==> config.mk <==
export PLATFORM = sky130hd
export DESIGN_NAME = btag_prep
export DESIGN_NICKNAME = d
export VERILOG_FILES = /design/src/rtl/core/blit_texture_address_generator_assert.svh /design/src/rtl/core/btag_pkg.sv /design/src/rtl/core/btag_prep.sv
export SDC_FILE = /design/constraint.sdc
export NUM_CORES = 1
export LEC_CHECK = 0
export BUFFER_PORTS_ARGS = -buffer_cell sky130_fd_sc_hd__buf_2
export CAP_MARGIN = 20
export CORE_MARGIN = 2
export CORE_UTILIZATION = 45
export DETAILED_ROUTE_END_ITERATION = 10
export PLACE_DENSITY_LB_ADDON = 0.2
export SYNTH_ARGS = -nofsm -noshare
export SYNTH_HDL_FRONTEND = slang
export SYNTH_SLANG_ARGS = --single-unit
==> constraint.sdc <==
create_clock -name clk -period 0.8 [get_ports clk]
set_input_delay 0.04 -clock clk [delete_from_list [all_inputs] [get_ports clk]]
set_output_delay 0.04 -clock clk [all_outputs]
set_load 0.005 [all_outputs]
==> src/rtl/core/blit_texture_address_generator_assert.svh <==
// Assertion helpers shared by the blitter address generator.
`ifndef BLIT_TEXTURE_ADDRESS_GENERATOR_ASSERT_SVH
`define BLIT_TEXTURE_ADDRESS_GENERATOR_ASSERT_SVH

// Same-cycle implication, checked out of reset.
`define BTAG_ASSERT_NOW(lbl, ante, cons) \
	lbl: assert property (@(posedge clk) disable iff (!arst_n) (ante) |-> (cons)) \
		else $error("btag assertion failed");

// Next-cycle implication, checked out of reset.
`define BTAG_ASSERT_NEXT(lbl, ante, cons) \
	lbl: assert property (@(posedge clk) disable iff (!arst_n) (ante) |=> (cons)) \
		else $error("btag assertion failed");

`endif

==> src/rtl/core/btag_pkg.sv <==
package btag_pkg;

	localparam int COORD_BITS_DEF = 12;
	localparam int ADDR_W = 24;
	localparam int CFG_W = 24;
	localparam int MODE_W = 3;
	localparam int CFG_IDX_W = 3;
	localparam int OUT_W = 56;

	typedef enum logic [MODE_W-1:0] {
		MODE_NONE    = 3'd0,
		MODE_WRAP    = 3'd1,
		MODE_CLAMP   = 3'd2,
		MODE_MIRROR  = 3'd3,
		MODE_STRETCH = 3'd4
	} mode_t;

	typedef enum logic [CFG_IDX_W-1:0] {
		CFG_MODE            = 3'd0,
		CFG_SRC_RECT_ORIGIN = 3'd1,
		CFG_SRC_RECT_SIZE   = 3'd2,
		CFG_DST_RECT_ORIGIN = 3'd3,
		CFG_DST_RECT_SIZE   = 3'd4,
		CFG_SRC_IMAGE_SIZE  = 3'd5,
		CFG_DST_IMAGE_SIZE  = 3'd6
	} cfg_idx_t;

endpackage

==> src/rtl/core/btag_prep.sv <==
// Operand stage: unpack registers, form dividends, destination product.
module btag_prep #(
	parameter int C = btag_pkg::COORD_BITS_DEF,
	localparam int SW = 7 * C + 33
) (
	input  logic                              clk,
	input  logic                              arst_n,
	input  logic                              en,
	input  logic                              in_vld,
	input  logic [C-1:0]                      col,
	input  logic [C-1:0]                      row,
	input  logic [btag_pkg::MODE_W-1:0]       mode,
	input  logic [btag_pkg::CFG_W-1:0]        src_rect_origin,
	input  logic [btag_pkg::CFG_W-1:0]        src_rect_size,
	input  logic [btag_pkg::CFG_W-1:0]        dst_rect_origin,
	input  logic [btag_pkg::CFG_W-1:0]        dst_rect_size,
	input  logic [btag_pkg::CFG_W-1:0]        src_image_size,
	input  logic [btag_pkg::CFG_W-1:0]        dst_image_size,
	output logic                              out_vld,
	output logic [1:0][2*C-1:0]               dvd,
	output logic [1:0][C:0]                   dsr,
	output logic [SW-1:0]                     side
);

	typedef struct packed {
		logic [C-1:0] o;
		logic [C-1:0] n;
		logic [C:0]   sum;
		logic         zbad;
	} ax_t;

	typedef struct packed {
		logic [btag_pkg::MODE_W-1:0] mode;
		ax_t [1:0]                   ax;
		logic                        we_pre;
		logic [btag_pkg::ADDR_W-1:0] dprod;
		logic [C:0]                  desx;
	} side_t;

	logic [1:0][C-1:0] o, d, r, n, w;
	logic [C-1:0]      dox, doy, diw, dih;
	logic [C:0]        desx, desy;
	logic [2*C:0]      dfull;
	side_t             side_nx;
	logic [1:0][2*C-1:0] dvd_nx;
	logic [1:0][C:0]     dsr_nx;

	logic                vld_s1;
	logic [1:0][2*C-1:0] dvd_s1;
	logic [1:0][C:0]     dsr_s1;
	side_t               side_s1;

	assign o[0] = src_rect_origin[C-1:0];
	assign o[1] = C'(src_rect_origin >> C);
	assign r[0] = src_rect_size[C-1:0];
	assign r[1] = C'(src_rect_size >> C);
	assign n[0] = src_image_size[C-1:0];
	assign n[1] = C'(src_image_size >> C);
	assign w[0] = dst_rect_size[C-1:0];
	assign w[1] = C'(dst_rect_size >> C);
	assign d[0] = col;
	assign d[1] = row;
	assign dox = dst_rect_origin[C-1:0];
	assign doy = C'(dst_rect_origin >> C);
	assign diw = dst_image_size[C-1:0];
	assign dih = C'(dst_image_size >> C);

	assign desx = {1'b0, dox} + {1'b0, col};
	assign desy = {1'b0, doy} + {1'b0, row};
	assign dfull = (2*C+1)'(desy) * (2*C+1)'(diw);

	always_comb begin
		logic [C:0]     sum;
		logic [2*C-1:0] prod;
		side_nx.mode = mode;
		side_nx.we_pre = (col < w[0]) && (row < w[1]) && (desx < {1'b0, diw})
			&& (desy < {1'b0, dih});
		side_nx.dprod = btag_pkg::ADDR_W'(dfull);
		side_nx.desx = desx;
		for (int i = 0; i < 2; i++) begin
			sum = {1'b0, o[i]} + {1'b0, d[i]};
			prod = (2*C)'(d[i]) * (2*C)'(r[i]);
			side_nx.ax[i].o = o[i];
			side_nx.ax[i].n = n[i];
			side_nx.ax[i].sum = sum;
			case (mode)
				btag_pkg::MODE_WRAP: begin
					dvd_nx[i] = (2*C)'(d[i]);
					dsr_nx[i] = {1'b0, r[i]};
					side_nx.ax[i].zbad = (r[i] == '0);
				end
				btag_pkg::MODE_CLAMP: begin
					dvd_nx[i] = prod;
					dsr_nx[i] = {1'b0, w[i]};
					side_nx.ax[i].zbad = (n[i] == '0);
				end
				btag_pkg::MODE_MIRROR: begin
					// fold over twice the image size
					dvd_nx[i] = (2*C)'(sum);
					dsr_nx[i] = {n[i], 1'b0};
					side_nx.ax[i].zbad = (n[i] == '0);
				end
				btag_pkg::MODE_STRETCH: begin
					dvd_nx[i] = prod;
					dsr_nx[i] = {1'b0, w[i]};
					side_nx.ax[i].zbad = (w[i] == '0) || (n[i] == '0);
				end
				default: begin
					dvd_nx[i] = prod;
					dsr_nx[i] = {1'b0, w[i]};
					side_nx.ax[i].zbad = 1'b0;
				end
			endcase
		end
	end

	always_ff @(posedge clk or negedge arst_n) begin
		if (!arst_n) begin
			vld_s1 <= 1'b0;
		end else if (en) begin
			vld_s1 <= in_vld;
		end
	end

	always_ff @(posedge clk) begin
		if (en) begin
			dvd_s1 <= dvd_nx;
			dsr_s1 <= dsr_nx;
			side_s1 <= side_nx;
		end
	end

	assign out_vld = vld_s1;
	assign dvd = dvd_s1;
	assign dsr = dsr_s1;
	assign side = side_s1;

endmodule

==> out/qor.yml <==
power:
  p_sw_share_pct: 45.5
  pwr-share-clk_pct: 5.5
  ir_worst_vdd_uv: 6980
  p_int_uw: 91600
  p_leak_uw: 0.0174
  p_sw_uw: 76400
  p_seq_share_pct: 10.2
  p_comb_share_pct: 84.3
  cellPowerDensity_mw_per_mm2: 4630
floorplanning:
  core_sq_mm: 0.0528
  initial_core_util_pct: 45.7
  fp.dieH_um: 235
  die_w_um: 235
  io_pins: 367
  die_area_sq_mm: 0.0554
  num_rows: 84
worst_setup_path:
  r2r_cells: 1
  crit_end: "side[35]"
  cp-end-kind: "flip-flop"
  path_class: "primary input to flip-flop"
  worstReg2RegStart: "out_vld"
  r2r_slack_ns: 0.05
  arrival_ns: 5.65
  crit_required_ns: 1.06
  r2r-end: "out_vld"
  crit_fanout: 4
  start_kind: "primary input"
  crit_path_start: "row[0]"
logic_synthesis:
  ys_types: 63
  synthesis.area_sq_mm: 0.0241
  synth-async-reset-ratio_pct: 0.521
  synth_seq_cells: 192
  avgSynthCellArea_sq_um: 9.61
  synthFlopType: "edfxtp_1"
  synth-edff-count: 191
  synth_nets: 3273
  yosysSeqAreaShare_pct: 23.9
  syn_inst: 2509
  ys_warn_count: 0
timing:
  drv_slew: 0
  layout_min_cycle_time_ns: 5.39
  skew_ns: 0
  fin_ws_ns: -4.59
  worst_pin_slew_ns: 0.891
  setup_viol: 322
  whs_ns: -0.125
  slew_headroom_pct: 40.4
  rsz0062_at_grt: "true"
  finalCritPeriodShare_pct: 673
  finalHoldViolCount: 2
  fmax_ghz: 0.186
grt:
  grt_max_degree: 28
  grt_overflow_total: 0
  grt.total_usage_pct: 30.2
  grt_pass1_wl_um: 129000
  first_global_vias: 23600
  antenna_found_initial: 15
min_path:
  hold_class: "primary input to flip-flop"
  min_path_cells: 2
run_status:
  status: "finished with violations"
  violations: "negative hold slack, negative setup slack"
placement:
  dp_hpwl_um: 66200
  dp.cells: 4005
  dpl_cell_area_sq_mm: 0.0317
  gp_congestion: 0.932
  port_buffers: 366
  dp_slack_ns: -5.17
layout:
  fill_cells: 3896
  layout.nets: 4263
  regArea_sq_mm: 0.00576
  area_delta_synth_final_pct: 50.5
  post-route-util_pct: 68.8
  multi_input_area_sq_mm: 0.0191
  drive_above_1_share_pct: 42.5
  final_cells: 4204
  fin_area_sq_mm: 0.0363
detailed_routing:
  drtAntennaViolNets: 0
  drt_wl_total_um: 84700
  num_vias: 22300
  dr.first_iter.drc_count: 1440
  drtPass1Iterations: 7
  vias_per_cell: 5.31
  drc: 0
  wl_per_cell_um: 20.1
clocking:
  clockBufferDepth: 2
  cts_made_buffers: 17
  htreeDepth: 4
  cts_sinks: 192
  clk_pin_slew_ns: 0.09
  root_buffer: "clkbuf_16"
  clock_latency_ns: 0.52
  cts_tree: "done"
job:
  cap_violations: 0
## stage by stage
stage | TNS [ns] | hold slack, ns | power [uW]
5_1_grt | -311.92 | -0.142 | 179000
4_1_cts | -293.55 | -0.167 | 155000
6_report | -294.97 | -0.125 | 168000
2_1_floorplan | -233.40 | -0.256 | 86900
3_5_place_dp | -317.83 | -0.175 | 130000
3_3_place_gp | -313.77 | -0.180 | 127000
## how the worst min path moves through the flow
stage,start,endpoint,slack (ns)
floorplan,arst_n,out_vld,-0.26
global placement,arst_n,out_vld,-0.18
detailed placement,arst_n,out_vld,-0.17
CTS,dst_rect_origin[0],side[0],-0.17
global route,dst_rect_origin[0],side[0],-0.14
finish,dst_rect_origin[0],side[0],-0.13
## repair_timing
action	4_1_cts	5_1_grt
pin swaps	167	168
endpoints found under the setup margin	311	327
endpoints found under the hold margin	73	6
hold buffers	66	2
gates resized for setup	324	254
gates cloned	1	1
buffers inserted	62	51
## cells in the final DEF, fill, tap and decap left out, types with 78 or more instances in the layout
cell      instances
inv_1           384
ha_4             78
nor2_1          100
and2_1          123
fa_1            287
buf_2           323
ha_1            195
edfxtp_1        191
nand2_1         288
buf_4           534
buf_6            79
## cell families after synthesis
group / Yosys count / share of synthesized area (%)
compound gates: 337 / 8.68
xor+xnor: 83 / 3.05
fa+ha+maj: 589 / 40.3
buf+inv: 532 / 8.30
flops: 192 / 23.9
mux: 40 / 1.67
simple gates: 736 / 14.1
## layout make-up
class                           instances  area share (%)
Inverter                              441            4.58
Multi-Input combinational cell       1785            52.7
Timing Repair Buffer                 1062            22.7
Tap cell                              688            2.37
Sequential cell                       192            15.9
Clock buffer                           18            1.18
Antenna cell                            4          0.0276
Clock inverter                         14           0.514
## cells in the mapped netlist (all sizes together), types with 6 or more instances
cell type	count	area, sq um
buf	6	26.3
inv	441	1660
nor3	22	110
o211ai	13	103
nor4	24	156
nor2b	15	101
and3	7	43.8
mux2i	39	390
nand4	9	56.3
xnor2	55	489
o21a	12	97.6
o21ai	75	375
or3	6	37.5
edfxtp	191	5740
a21o	25	188
nand2	354	1330
a21oi	119	596
xor2	28	245
a211oi	21	158
and2	138	863
nor2	120	450
ha	276	3450
nand3	13	65.1
clkbuf	85	319
a31oi	14	93.8
nand2b	15	93.8
o21bai	9	67.6
fa	313	6270
## layer usage
metal | global-route usage [%] | part of all wire (%)
met5 | 0 | 0.13
met4 | 9.03 | 2.9
met3 | 6.81 | 7.8
met2 | 49.1 | 47
met1 | 40.4 | 42
## worst max-delay path: stages
cell      delay (ns)
buf_8           0.08
ha_4            0.13
inv_2           0.04
fa_2            0.41
nor2b_4         0.12
o21a_4          0.17
o21ai_4         0.07
o21ai_2         0.13
xor2_1          0.18
buf_4           0.15
buf_4           0.11
nand2_2         0.06
fa_1            0.50
fa_1            0.51
inv_1           0.05
fa_1            0.45
fa_1            0.51
inv_1           0.06
fa_1            0.50
inv_2           0.05
ha_4            0.23
a211oi_4        0.25
nand2_1         0.08
o211ai_1        0.26
a31o_2          0.22
mux2i_1         0.18
nand3_1         0.09
## state kept, by name, summed over array words and instances, names as in the netlist
signal,flops
out_vld,1
dvd,48
dsr,26
side,117
## power groups by stage
stage | registers (uW) | clock network (uW) | logic (uW)
final | 17100 | 9280 | 142000
after global routing | 17100 | 9730 | 152000
after CTS | 17100 | 9480 | 128000
after detailed placement | 17300 | 0 | 113000
after global placement | 17200 | 0 | 110000
after floorplan | 17700 | 0 | 69300
(Power assumes the default switching activity.)
