<file path="src/rtl/core/blit_texture_address_generator_assert.svh">
// Assertion helpers shared by the blitter address generator.
`ifndef BLIT_TEXTURE_ADDRESS_GENERATOR_ASSERT_SVH
`define BLIT_TEXTURE_ADDRESS_GENERATOR_ASSERT_SVH

// Same-cycle implication, checked out of reset.
`define BTAG_ASSERT_NOW(lbl, ante, cons) \
	lbl: assert property (@(posedge clk) disable iff (!arst_n) (ante) |-> (cons)) \
		else $error("btag assertion failed");

// Next-cycle implication, checked out of reset.
`define BTAG_ASSERT_NEXT(lbl, ante, cons) \
	lbl: assert property (@(posedge clk) disable iff (!arst_n) (ante) |=> (cons)) \
		else $error("btag assertion failed");

`endif

</file>
<file path="src/rtl/core/btag_pkg.sv">
package btag_pkg;

	localparam int COORD_BITS_DEF = 12;
	localparam int ADDR_W = 24;
	localparam int CFG_W = 24;
	localparam int MODE_W = 3;
	localparam int CFG_IDX_W = 3;
	localparam int OUT_W = 56;

	typedef enum logic [MODE_W-1:0] {
		MODE_NONE    = 3'd0,
		MODE_WRAP    = 3'd1,
		MODE_CLAMP   = 3'd2,
		MODE_MIRROR  = 3'd3,
		MODE_STRETCH = 3'd4
	} mode_t;

	typedef enum logic [CFG_IDX_W-1:0] {
		CFG_MODE            = 3'd0,
		CFG_SRC_RECT_ORIGIN = 3'd1,
		CFG_SRC_RECT_SIZE   = 3'd2,
		CFG_DST_RECT_ORIGIN = 3'd3,
		CFG_DST_RECT_SIZE   = 3'd4,
		CFG_SRC_IMAGE_SIZE  = 3'd5,
		CFG_DST_IMAGE_SIZE  = 3'd6
	} cfg_idx_t;

endpackage

</file>
<file path="src/rtl/core/btag_map.sv">
// Coordinate select per mode, then address multiply and add.
module btag_map #(
	parameter int C = btag_pkg::COORD_BITS_DEF,
	localparam int SW = 7 * C + 33
) (
	input  logic                              clk,
	input  logic                              arst_n,
	input  logic                              en,
	input  logic                              in_vld,
	input  logic [1:0][C:0]                   rem,
	input  logic [1:0][2*C-1:0]               quo,
	input  logic [SW-1:0]                     side,
	output logic                              out_vld,
	output logic                              we,
	output logic                              bad,
	output logic [btag_pkg::ADDR_W-1:0]       saddr,
	output logic [btag_pkg::ADDR_W-1:0]       daddr
);

	localparam int AW = btag_pkg::ADDR_W;

	typedef struct packed {
		logic [C-1:0] o;
		logic [C-1:0] n;
		logic [C:0]   sum;
		logic         zbad;
	} ax_t;

	typedef struct packed {
		logic [btag_pkg::MODE_W-1:0] mode;
		ax_t [1:0]                   ax;
		logic                        we_pre;
		logic [AW-1:0]               dprod;
		logic [C:0]                  desx;
	} side_t;

	side_t             sd;
	logic [1:0][C-1:0] s_nx;
	logic [1:0]        bad_nx;

	logic              vld_s3, vld_s4, vld_s5;
	logic [1:0][C-1:0] s_s3;
	logic              bad_s3, bad_s4, bad_s5;
	logic              we_s3, we_s4, we_s5;
	logic [C-1:0]      siw_s3;
	logic [AW-1:0]     dprod_s3;
	logic [C:0]        desx_s3;
	logic [C-1:0]      sx_s4;
	logic [AW-1:0]     sprod_s4, daddr_s4, saddr_s5, daddr_s5;

	assign sd = side;

	always_comb begin
		logic [C:0]   n1;
		logic [C:0]   t;
		logic [C:0]   fold;
		logic [2*C:0] ts;
		for (int i = 0; i < 2; i++) begin
			n1 = {1'b0, sd.ax[i].n} - (C+1)'(1);
			t = {1'b0, sd.ax[i].o} + {1'b0, rem[i][C-1:0]};
			fold = {sd.ax[i].n, 1'b0} - (C+1)'(1) - rem[i];
			ts = (2*C+1)'(sd.ax[i].o) + (2*C+1)'(quo[i]);
			case (sd.mode)
				btag_pkg::MODE_WRAP: begin
					s_nx[i] = t[C-1:0];
					bad_nx[i] = sd.ax[i].zbad || (t >= {1'b0, sd.ax[i].n});
				end
				btag_pkg::MODE_CLAMP: begin
					s_nx[i] = (sd.ax[i].sum > n1) ? n1[C-1:0] : sd.ax[i].sum[C-1:0];
					bad_nx[i] = sd.ax[i].zbad;
				end
				btag_pkg::MODE_MIRROR: begin
					s_nx[i] = (rem[i] < {1'b0, sd.ax[i].n}) ? rem[i][C-1:0] : fold[C-1:0];
					bad_nx[i] = sd.ax[i].zbad;
				end
				btag_pkg::MODE_STRETCH: begin
					s_nx[i] = (ts > (2*C+1)'(n1)) ? n1[C-1:0] : ts[C-1:0];
					bad_nx[i] = sd.ax[i].zbad;
				end
				default: begin
					s_nx[i] = sd.ax[i].sum[C-1:0];
					bad_nx[i] = sd.ax[i].sum >= {1'b0, sd.ax[i].n};
				end
			endcase
		end
	end

	always_ff @(posedge clk or negedge arst_n) begin
		if (!arst_n) begin
			vld_s3 <= 1'b0;
			vld_s4 <= 1'b0;
			vld_s5 <= 1'b0;
		end else if (en) begin
			vld_s3 <= in_vld;
			vld_s4 <= vld_s3;
			vld_s5 <= vld_s4;
		end
	end

	always_ff @(posedge clk) begin
		if (en) begin
			s_s3 <= s_nx;
			bad_s3 <= |bad_nx;
			we_s3 <= sd.we_pre;
			siw_s3 <= sd.ax[0].n;
			dprod_s3 <= sd.dprod;
			desx_s3 <= sd.desx;

			sx_s4 <= s_s3[0];
			sprod_s4 <= AW'((2*C)'(s_s3[1]) * (2*C)'(siw_s3));
			daddr_s4 <= dprod_s3 + AW'(desx_s3);
			bad_s4 <= bad_s3;
			we_s4 <= we_s3 && !bad_s3;

			// invalid source reads as address zero
			saddr_s5 <= bad_s4 ? '0 : (sprod_s4 + AW'(sx_s4));
			daddr_s5 <= daddr_s4;
			bad_s5 <= bad_s4;
			we_s5 <= we_s4;
		end
	end

	assign out_vld = vld_s5;
	assign we = we_s5;
	assign bad = bad_s5;
	assign saddr = saddr_s5;
	assign daddr = daddr_s5;

endmodule

</file>
<file path="config.mk">
export PLATFORM = sky130hd
export DESIGN_NAME = btag_map
export DESIGN_NICKNAME = d
export VERILOG_FILES = /design/src/rtl/core/blit_texture_address_generator_assert.svh /design/src/rtl/core/btag_pkg.sv /design/src/rtl/core/btag_map.sv
export SDC_FILE = /design/constraint.sdc
export NUM_CORES = 1
export LEC_CHECK = 0
export BUFFER_PORTS_ARGS = -buffer_cell sky130_fd_sc_hd__buf_2
export CAP_MARGIN = 20
export CORE_ASPECT_RATIO = 1.5
export CORE_MARGIN = 8
export CORE_UTILIZATION = 35
export DETAILED_ROUTE_END_ITERATION = 8
export GPL_TIMING_DRIVEN = 0
export PLACE_DENSITY_LB_ADDON = 0.05
export RECOVER_POWER = 100
export REMOVE_ABC_BUFFERS = 1
export SYNTH_ARGS = -nofsm -noshare
export SYNTH_HDL_FRONTEND = slang
export SYNTH_SLANG_ARGS = --single-unit
</file>
<file path="constraint.sdc">
create_clock -name clk -period 16.1 [get_ports clk]
set_input_delay 0.805 -clock clk [delete_from_list [all_inputs] [get_ports clk]]
set_output_delay 0.805 -clock clk [all_outputs]
set_load 0.03 [all_outputs]
</file>
==> run_results.csv <==
group,metric,value,unit
status,status,"complete, but fails checks",
status,violations,"capacitance limit, slew limit",
grt,grt_usage,0.186,
synth,synth.distinct_cells,87,
synth,postSynthAreaPerCell,9.44,sq um
sta,fin_setup_tns,0,ns
synth,synth.cell_area,0.0201,sq mm
sta,final_max_slew_viol_count,193,
drt,viasPerCell,5.28,
cts,path_clk_slew,0.07,ns
cts,cts_buffer_depth,2,
floorplanning,start_util,0.354,
cts,h-tree-depth,4,
synth,seq_area_frac_synth,0.282,
sta,finalSetupViolations,0,
sta,max_slew_margin,-3.29,
worst_setup_path,critPathKind,"in2reg",
sta,worst_slew_pin_slew,6.44,ns
cts,clock-sinks,190,
cells_and_area,nets,2933,
cells_and_area,drive_gt1_frac,0.102,
drt,drt_first_pass_iters,4,
synth,ys_async_sr_fraction,0.0158,
worst_setup_path,end_kind,"register",
floorplanning,rows,107,
cells_and_area,area_growth,12.2,%
drt,drtIter0Drc,672,
synth,ys.flop_type,"edfxtp_1",
grt,grt_pass1_wl,95100,um
worst_setup_path,critical_path_arrival,8.85,ns
worst_setup_path,r2r_slack,9.97,ns
cts,insertion_delay,0.45,ns
drt,drc,0,
worst_setup_path,timing.rr.start,"s_s3[17]",
pwr,p_leak,0.0101,uW
worst_setup_path,ff2ff_path_depth,20,
cts,cts_made_buffers,17,
cts,cts_tree,"done",
sta,fin_hold_ws,0.147,ns
cts,cts.repair.resized,0,
pwr,peakVddDrop,105,uV
worst_setup_path,reg2reg_to,"sprod_s4[22]",
grt,grt_max_degree,125,
pwr,powerDensity,138,mW/mm^2
drt,dr_total_vias,16500,
worst_setup_path,cp-start-kind,"primary input",
drt,wirelength,61600,um
floorplanning,die_w,212,um
floorplanning,die_h,310,um
worst_setup_path,path_max_fanout,124,
grt,grt_pass1_vias,17400,
worst_setup_path,cp.required,16.47,ns
sta,finClkSkew,0.0102,ns
worst_setup_path,crit_start,"en",
cts,cts-root-buf,"clkbuf_16",
cts,cts_hold_buf,0,
min_path,hp-class,"in2async",
run,drv_cap,2,
synth,ys_warn_count,0,
placed_design,hpwl,52000,um
cts,cts_setup_buffers,0,
placed_design,io_buffers,245,
floorplanning,core,0.0569,sq mm
sta,min_period,8.48,ns
sta,period_share,0.527,
sta,max_clock_freq,118,MHz
grt,grt_antenna_before_repair,13,
synth,synth_edf_count,187,
sta,hold_viol_final,0,
cells_and_area,seq_area,0.00569,sq mm
placed_design,routabilityCongestion,0.910,
drt,ant_nets,0,
cells_and_area,multi_input_area,0.0133,sq mm
grt,grt_overflow_total,0,
synth,yosys_register_bits,190,
floorplanning,io_pins,246,
synth,syn_inst,2135,
cells_and_area,n_fill_cell,5820,
sta,rsz0062_at_grt,"no",
drt,routedWlPerCell,19.7,um
cells_and_area,final_core_util,0.397,
floorplanning,dieArea,0.0657,sq mm
power by group:
part	internal [uW]	switching (uW)	total (uW)
sequential	727	59.8	786
combinational	827	1100	1930
clock	204	201	405
total	1760	1360	3120
critical path: stages:
cell and delay, ns:
clkbuf_1 2.44, clkbuf_1 4.56, mux2_2 0.77
cell families after synthesis:
group,Yosys count,share of synthesized area
AO/OA/AOI/OAI,473,0.156
XOR/XNOR,129,0.0561
adder cells (fa/ha/maj),387,0.281
buffers and inverters,297,0.0565
flip-flops,190,0.282
multiplexers,37,0.0188
AND/OR/NAND/NOR,622,0.150
per-layer routing:
| layer | track usage | part of all wire | up-vias |
|---|---|---|---|
| met4 | 0.0669 | 0.029 | 10 |
| li1 | - | - | 8061 |
| met1 | 0.196 | 0.39 | 8026 |
| met5 | 0 | 0.00099 | - |
| met3 | 0.0286 | 0.041 | 88 |
| met2 | 0.367 | 0.54 | 363 |
sequential cells by signal (all words and copies together) (netlist names), 13 cells and up:
name and flops:
daddr 24, daddr_s4 24, desx_s3 13, dprod_s3 24
s_s3 24, saddr 24, sprod_s4 24
metrics by stage:
step / instance area (sq um) / worst slack (ns) / instances / power [uW]
after floorplan: 19900 / 10.63 / 2081 / 2270
after global placement: 22100 / 9.78 / 3089 / 2730
after detailed placement: 22200 / 9.93 / 3094 / 2750
after CTS: 22700 / 9.91 / 3126 / 3180
after global routing: 22600 / 6.60 / 3130 / 3440
final: 22600 / 7.62 / 3136 / 3120
Yosys cell counts, types with 6 or more instances:
| cell type | count | share of area |
|---|---|---|
| a311oi_1 | 10 | 0.0043 |
| o21a_1 | 25 | 0.0093 |
| a211oi_1 | 25 | 0.0093 |
| nor2_1 | 135 | 0.025 |
| o21ai_0 | 98 | 0.024 |
| xnor2_1 | 98 | 0.043 |
| mux2_2 | 7 | 0.0039 |
| nand2b_1 | 15 | 0.0047 |
| a31oi_1 | 13 | 0.0040 |
| nand2_1 | 189 | 0.035 |
| and4_1 | 6 | 0.0026 |
| a21oi_1 | 128 | 0.032 |
| o211ai_1 | 20 | 0.0075 |
| a21boi_0 | 6 | 0.0022 |
| o41ai_1 | 7 | 0.0030 |
| nor4_1 | 10 | 0.0031 |
| o21bai_1 | 12 | 0.0045 |
| nor3_1 | 51 | 0.013 |
| xor2_1 | 31 | 0.013 |
| nand3_1 | 50 | 0.012 |
| and3_1 | 18 | 0.0056 |
| ha_1 | 279 | 0.17 |
| nand4_1 | 20 | 0.0062 |
| or3_1 | 15 | 0.0047 |
| nor2b_1 | 23 | 0.0071 |
| mux2i_1 | 30 | 0.015 |
| fa_1 | 108 | 0.11 |
| a21o_1 | 32 | 0.012 |
| a211o_1 | 7 | 0.0030 |
| and2_1 | 68 | 0.021 |
| a221oi_1 | 13 | 0.0057 |
| inv_1 | 241 | 0.045 |
| clkbuf_1 | 44 | 0.0082 |
| edfxtp_1 | 187 | 0.28 |
worst max-delay path by stage:
stage / to / cells past startpoint
floorplan: sprod_s4[22] / 19
global placement: sprod_s4[22] / 17
detailed placement: sprod_s4[22] / 20
CTS: sprod_s4[22] / 20
global route: out_vld / 3
finish: vld_s4 / 3
final cells by class:
type,count,share of cell area
antenna,9,0.000996
tap,763,0.0422
clock buffer,18,0.0190
multi-input combinational,1648,0.588
inverter,243,0.0403
timing repair buffer,251,0.0521
clock inverter,14,0.00565
sequential,190,0.252
layout by cell type, fill, tap and decap left out, types with 75 or more instances in the layout:
cell / Yosys / layout
a21oi_1: 128 / 128
buf_2: 4 / 173
clkbuf_1: 44 / 75
edfxtp_1: 187 / 187
fa_1: 108 / 108
ha_1: 279 / 279
inv_1: 241 / 241
nand2_1: 189 / 189
nor2_1: 135 / 135
o21ai_0: 98 / 98
xnor2_1: 98 / 98
No activity file was read; power rests on OpenSTA's default activity.
