## config.mk

```make
export PLATFORM = sky130hd
export DESIGN_NAME = btag_div
export DESIGN_NICKNAME = d
export VERILOG_FILES = /design/src/rtl/core/blit_texture_address_generator_assert.svh /design/src/rtl/core/btag_pkg.sv /design/src/rtl/core/btag_div.sv
export SDC_FILE = /design/constraint.sdc
export NUM_CORES = 2
export LEC_CHECK = 0
export BUFFER_PORTS_ARGS = -buffer_cell sky130_fd_sc_hd__buf_2
export CELL_PAD_IN_SITES_DETAIL_PLACEMENT = 1
export CELL_PAD_IN_SITES_GLOBAL_PLACEMENT = 2
export CORE_ASPECT_RATIO = 1.2
export CORE_UTILIZATION = 35
export DETAILED_ROUTE_END_ITERATION = 16
export MAX_ROUTING_LAYER = met4
export PLACE_DENSITY_LB_ADDON = 0.1
export SLEW_MARGIN = 20
export SYNTH_ARGS = -nofsm -noshare
export SYNTH_HDL_FRONTEND = slang
export SYNTH_SLANG_ARGS = --single-unit
```

## constraint.sdc

```tcl
create_clock -name clk -period 8.3 [get_ports clk]
set_input_delay 0.415 -clock clk [delete_from_list [all_inputs] [get_ports clk]]
set_output_delay 0.415 -clock clk [all_outputs]
set_load 0.01 [all_outputs]
```

## src/rtl/core/blit_texture_address_generator_assert.svh

```systemverilog
// Assertion helpers shared by the blitter address generator.
`ifndef BLIT_TEXTURE_ADDRESS_GENERATOR_ASSERT_SVH
`define BLIT_TEXTURE_ADDRESS_GENERATOR_ASSERT_SVH

// Same-cycle implication, checked out of reset.
`define BTAG_ASSERT_NOW(lbl, ante, cons) \
	lbl: assert property (@(posedge clk) disable iff (!arst_n) (ante) |-> (cons)) \
		else $error("btag assertion failed");

// Next-cycle implication, checked out of reset.
`define BTAG_ASSERT_NEXT(lbl, ante, cons) \
	lbl: assert property (@(posedge clk) disable iff (!arst_n) (ante) |=> (cons)) \
		else $error("btag assertion failed");

`endif

```

## src/rtl/core/btag_pkg.sv

```systemverilog
package btag_pkg;

	localparam int COORD_BITS_DEF = 12;
	localparam int ADDR_W = 24;
	localparam int CFG_W = 24;
	localparam int MODE_W = 3;
	localparam int CFG_IDX_W = 3;
	localparam int OUT_W = 56;

	typedef enum logic [MODE_W-1:0] {
		MODE_NONE    = 3'd0,
		MODE_WRAP    = 3'd1,
		MODE_CLAMP   = 3'd2,
		MODE_MIRROR  = 3'd3,
		MODE_STRETCH = 3'd4
	} mode_t;

	typedef enum logic [CFG_IDX_W-1:0] {
		CFG_MODE            = 3'd0,
		CFG_SRC_RECT_ORIGIN = 3'd1,
		CFG_SRC_RECT_SIZE   = 3'd2,
		CFG_DST_RECT_ORIGIN = 3'd3,
		CFG_DST_RECT_SIZE   = 3'd4,
		CFG_SRC_IMAGE_SIZE  = 3'd5,
		CFG_DST_IMAGE_SIZE  = 3'd6
	} cfg_idx_t;

endpackage

```

## src/rtl/core/btag_div.sv

```systemverilog
// Two-lane restoring divider, one quotient bit per stage.
module btag_div #(
	parameter int C = btag_pkg::COORD_BITS_DEF,
	parameter int SW = 7 * C + 33
) (
	input  logic                      clk,
	input  logic                      arst_n,
	input  logic                      en,
	input  logic                      in_vld,
	input  logic [1:0][2*C-1:0]       dvd,
	input  logic [1:0][C:0]           dsr,
	input  logic [SW-1:0]             side,
	output logic                      out_vld,
	output logic [1:0][C:0]           rem,
	output logic [1:0][2*C-1:0]       quo,
	output logic [SW-1:0]             side_o
);

	localparam int N = 2 * C;

	// index 0 is the stage input, index k+1 the register after stage k
	logic [N:0]                  vld_s2;
	logic [N:0][1:0][2*C-1:0]    dvd_s2;
	logic [N:0][1:0][2*C-1:0]    quo_s2;
	logic [N:0][1:0][C:0]        rem_s2;
	logic [N:0][1:0][C:0]        dsr_s2;
	logic [N:0][SW-1:0]          side_s2;

	assign vld_s2[0] = in_vld;
	assign dvd_s2[0] = dvd;
	assign quo_s2[0] = '0;
	assign rem_s2[0] = '0;
	assign dsr_s2[0] = dsr;
	assign side_s2[0] = side;

	for (genvar k = 0; k < N; k++) begin : g_stage
		logic [1:0][2*C-1:0] dvd_nx;
		logic [1:0][2*C-1:0] quo_nx;
		logic [1:0][C:0]     rem_nx;

		always_comb begin
			logic [C+1:0] trial;
			logic [C+1:0] diff;
			logic         ge;
			for (int i = 0; i < 2; i++) begin
				trial = {rem_s2[k][i], dvd_s2[k][i][2*C-1]};
				diff = trial - {1'b0, dsr_s2[k][i]};
				ge = trial >= {1'b0, dsr_s2[k][i]};
				rem_nx[i] = ge ? diff[C:0] : trial[C:0];
				quo_nx[i] = {quo_s2[k][i][2*C-2:0], ge};
				dvd_nx[i] = {dvd_s2[k][i][2*C-2:0], 1'b0};
			end
		end

		always_ff @(posedge clk or negedge arst_n) begin
			if (!arst_n) begin
				vld_s2[k+1] <= 1'b0;
			end else if (en) begin
				vld_s2[k+1] <= vld_s2[k];
			end
		end

		always_ff @(posedge clk) begin
			if (en) begin
				dvd_s2[k+1] <= dvd_nx;
				quo_s2[k+1] <= quo_nx;
				rem_s2[k+1] <= rem_nx;
				dsr_s2[k+1] <= dsr_s2[k];
				side_s2[k+1] <= side_s2[k];
			end
		end
	end

	assign out_vld = vld_s2[N];
	assign rem = rem_s2[N];
	assign quo = quo_s2[N];
	assign side_o = side_s2[N];

endmodule

```

==> results.py <==
metrics = {
    "pwr": {
        "p_leak_uw": 0.0816,
        "p_per_area_nw_per_um2": 327,
        "worst_ir_drop_vdd_uv": 223,
        "clkPwrFrac_pct": 32.3,
        "switching_share_pct": 27.0,
        "pwr-share-comb_pct": 20.6,
        "pwr-share-seq_pct": 47.0,
        "internal_power_uw": 53700,
        "switching_power_uw": 19900,
    },
    "clocking": {
        "clk_pin_slew_ns": 0.06,
        "h-tree-depth": 6,
        "clk-insertion-delay-late_ns": 1.04,
        "cts_resized": 0,
        "cts_tree": "built",
        "cts_setup_buffers": 0,
        "clockBufferDepth": 4,
        "cts_root_buf": "clkbuf_16",
        "cts_sinks": 5206,
        "numCtsBuffers": 562,
    },
    "setup_path": {
        "crit_family": "simple AND/OR/NAND/NOR gates",
        "crit_arrival_ns": 4.91,
        "crit_path_start_kind": "flip-flop",
        "cp_cell_sequence": "ha_1 -> fa_1 -> nor2b_1 -> o21ai_1 -> nand2_1 -> a311oi_2 -> a21oi_1 -> nor4_4 -> mux2i_1",
        "reg2reg_depth": 9,
        "slowest_stage": "mux2i_1",
        "cp_max_fo": 14,
        "critPathMaxStageDelay_ns": 0.89,
        "path_buf_inv": 0,
        "worstSetupPathDepth": 9,
        "critPathKind": "flip-flop to flip-flop",
        "crit_required_ns": 8.96,
        "cp-end-kind": "flip-flop",
    },
    "routing": {
        "drc_errors": 0,
        "drt_pass1_iterations": 5,
        "first_iter_violations": 4169,
        "num_vias": 87100,
        "viasPerCell": 4.50,
        "routedWlPerCell_um": 16.8,
        "wl_um": 326000,
        "antenna_left": 0,
    },
    "synthesis": {
        "synth_compound_area_share_pct": 4.71,
        "async_flop_share_pct": 0.461,
        "muxShareOfSynthArea_pct": 2.61,
        "yosysWarnings": 0,
        "syn_area_sq_um": 193000,
        "synth-simple-area-share_pct": 3.36,
        "synth_top_area_share_pct": 80.5,
        "synth_area_per_cell_sq_um": 18.5,
        "synth_edf_count": 5182,
        "synth_top_family_by_area": "compound AO/OA/AOI/OAI gates",
        "syn_inst": 10400,
        "ys_seq_elements": 5206,
        "synth_top_area_cell": "edfxtp_1",
        "synth_cell_type_count": 79,
        "synth-seq-area-share_pct": 80.8,
        "ys.flop_type": "edfxtp_1",
        "syn_nets": 11300,
        "synthTopCellsByArea": "edfxtp_1 (80%), ha_1 (3.9%), mux2_2 (2.1%)",
        "synth_fa_ha_area_share_pct": 4.37,
        "synth_xor_area_share_pct": 1.90,
    },
    "finish": {
        "layout-drive-gt1-share_pct": 13.8,
        "synthToLayoutAreaGrowth_pct": 16.3,
        "final_nets": 12400,
        "stdcell_area_sq_um": 225000,
    },
    "sta": {
        "rsz0062_at_grt": "no",
        "worstMarginPinSlew_ns": 1.16,
        "fin_worst_skew_ns": 0.0436,
        "fin_crit_sh_pct": 51.1,
        "max_freq_mhz": 236,
        "slew_violations": 0,
        "finalHoldViolCount": 0,
        "setup_violations": 0,
        "slew_headroom_pct": 22.5,
        "layout_min_cycle_time_ns": 4.24,
        "fin_setup_tns_ns": 0,
    },
    "placed_design": {
        "gp_congestion": 0.817,
        "portBuffers": 386,
        "dp_hpwl_um": 208000,
        "dpl_cell_area_sq_um": 204000,
    },
    "floorplan": {
        "initial_core_util_pct": 35.2,
        "rows": 298,
        "die_area_sq_um": 555000,
        "fp.dieH_um": 816,
        "core_area_sq_um": 550000,
        "fp.dieW_um": 681,
        "pin_count": 387,
    },
    "global_routing": {
        "grt_max_degree": 192,
        "first_global_vias": 95600,
        "globalRoute.totalOverflow": 0,
        "antenna_found_initial": 12,
        "gr-usage-all-layers_pct": 11.7,
        "grt_pass1_wl_um": 513000,
    },
    "hold_path": {
        "worst_hold_path_type": "primary input to flip-flop",
        "holdPathStages": 2,
    },
    "flow_run": {
        "cap_violations": 0,
    },
    "run_status": {
        "outcome": "complete, no violations",
    },
}
synthesized netlist by cell type (all sizes together) (9+ instances only):
cell / instances
edfxtp: 5182
inv: 771
ha: 602
nand2: 385
o21ai: 385
mux2: 376
a21oi: 325
nor2: 266
xnor2: 226
a21o: 198
xor2: 193
buf: 186
nor3: 126
nor2b: 107
nand2b: 101
nand3: 91
o21a: 91
mux2i: 81
nand4: 70
o31ai: 53
a31oi: 49
fa: 46
clkbuf: 44
o21bai: 37
and3: 35
a211oi: 30
o211ai: 30
or2: 27
a211o: 25
dfrtp: 24
a21boi: 23
nor4: 22
o31a: 19
and2: 18
a221oi: 14
or3: 14
and4: 13
o41ai: 13
a311oi: 12
a2111oi: 11
a221o: 11
or4: 10
o221ai: 9
flip-flops by register name, indices dropped and copies added, names as in the netlist, 48 cells and up:
register	flops
side_s2	2691
dsr_s2	598
dvd_s2	552
g_stage.quo_nx	552
g_stage.$5.trial	299
rem_s2	299
side_o	117
quo	48
cell usage in the layout, fill, tap and decap left out, drive strengths merged, types with 53 or more instances in the layout:
| cell | synthesis | routed |
|---|---|---|
| o21a | 91 | 91 |
| nand2 | 385 | 385 |
| o21ai | 385 | 385 |
| nor2 | 266 | 266 |
| xor2 | 193 | 193 |
| clkinv | 0 | 233 |
| nand2b | 101 | 101 |
| a21o | 198 | 198 |
| nor3 | 126 | 126 |
| nor2b | 107 | 107 |
| clkbuf | 44 | 703 |
| nand3 | 91 | 91 |
| mux2 | 376 | 376 |
| ha | 602 | 602 |
| edfxtp | 5182 | 5182 |
| mux2i | 81 | 81 |
| xnor2 | 226 | 226 |
| buf | 186 | 463 |
| inv | 771 | 794 |
| nand4 | 70 | 70 |
| a21oi | 325 | 325 |
| o31ai | 53 | 53 |
| dlygate4sd3 | 0 | 334 |
routing by layer:
metal	wire (um)	global-route usage (%)	vias up
li1	-	-	42000
met1	125000	12.0	43100
met2	176000	21.8	1172
met3	11200	1.99	814
met4	14400	5.04	0
met5	0	-	-
cell type report:
class / count / area, sq um
Antenna cell: 3 / 7.51
Clock buffer: 703 / 14900
Clock inverter: 300 / 2700
Fill cell: 52900 / 325000
Inverter: 771 / 2890
Multi-Input combinational cell: 4229 / 32800
Sequential cell: 5206 / 156000
Tap cell: 7350 / 9200
Timing Repair Buffer: 797 / 6200
through the flow:
| step | instances | util (%) | total power (uW) | hold WS [ns] | setup WS (ns) |
|---|---|---|---|---|---|
| floorplan | 10400 | - | 46000 | 0.119 | 5.35 |
| finish | 19400 | 40.9 | 73600 | 0.140 | 4.06 |
| global placement | 18000 | 37.1 | 49900 | 0.400 | 4.04 |
| detailed placement | 18000 | 37.1 | 50400 | 0.405 | 4.02 |
| global route | 19400 | 40.9 | 77700 | 0.0403 | 4.01 |
| CTS | 19400 | 40.9 | 75100 | 0.000936 | 4.01 |
logic make-up (layout without fill, tap and decap cells):
logic type	Yosys count	after routing
xor gates and xnor gates	419	419
muxes	457	457
and+or+nand+nor	1307	1307
adders and majority gates	648	648
DFF	5206	5206
AOI/OAI and AO/OA	1398	1398
buffers and inverters	1001	2571
other	0	3
final timing paths:
path / start / endpoint / slack, ns
min reg2reg: g_stage[16].quo_nx[5]$_DFFE_PP_ / g_stage[17].quo_nx[6]$_DFFE_PP_ / 0.38
max: dsr_s2[247]$_DFFE_PP_ / g_stage[10].$5.trial[2]$_DFFE_PP_ / 4.06
min: side[17] / side_s2[134]$_DFFE_PP_ / 0.14
max reg2reg: dsr_s2[247]$_DFFE_PP_ / g_stage[10].$5.trial[2]$_DFFE_PP_ / 4.06
max in group asynchronous: arst_n / vld_s2[12]$_DFFE_PN0P_ / 7.74
min in group asynchronous: arst_n / vld_s2[2]$_DFFE_PN0P_ / 0.40
power groups by stage:
stage          clock network, uW  registers, uW  logic (uW)
2_1_floorplan                  0          34400       11600
4_1_cts                    25000          34700       15400
6_report                   23800          34600       15200
3_3_place_gp                   0          35200       14700
5_1_grt                    25700          34900       17000
3_5_place_dp                   0          35200       15200
worst reg2reg max path, stage by stage (launching register included):
cell,delay (ns)
edfxtp_1,0.68
ha_1,0.29
fa_1,0.23
nor2b_1,0.06
o21ai_1,0.17
nand2_1,0.13
a311oi_2,0.34
a21oi_1,0.21
nor4_4,0.88
mux2i_1,0.90
timing repair:
| action | 4_1_cts | 5_1_grt |
|---|---|---|
| hold endpoints to repair | 310 | 0 |
| hold buffers | 335 | 0 |
| endpoints found under the setup margin | 0 | 0 |
Power figures use the tool's default switching activity.
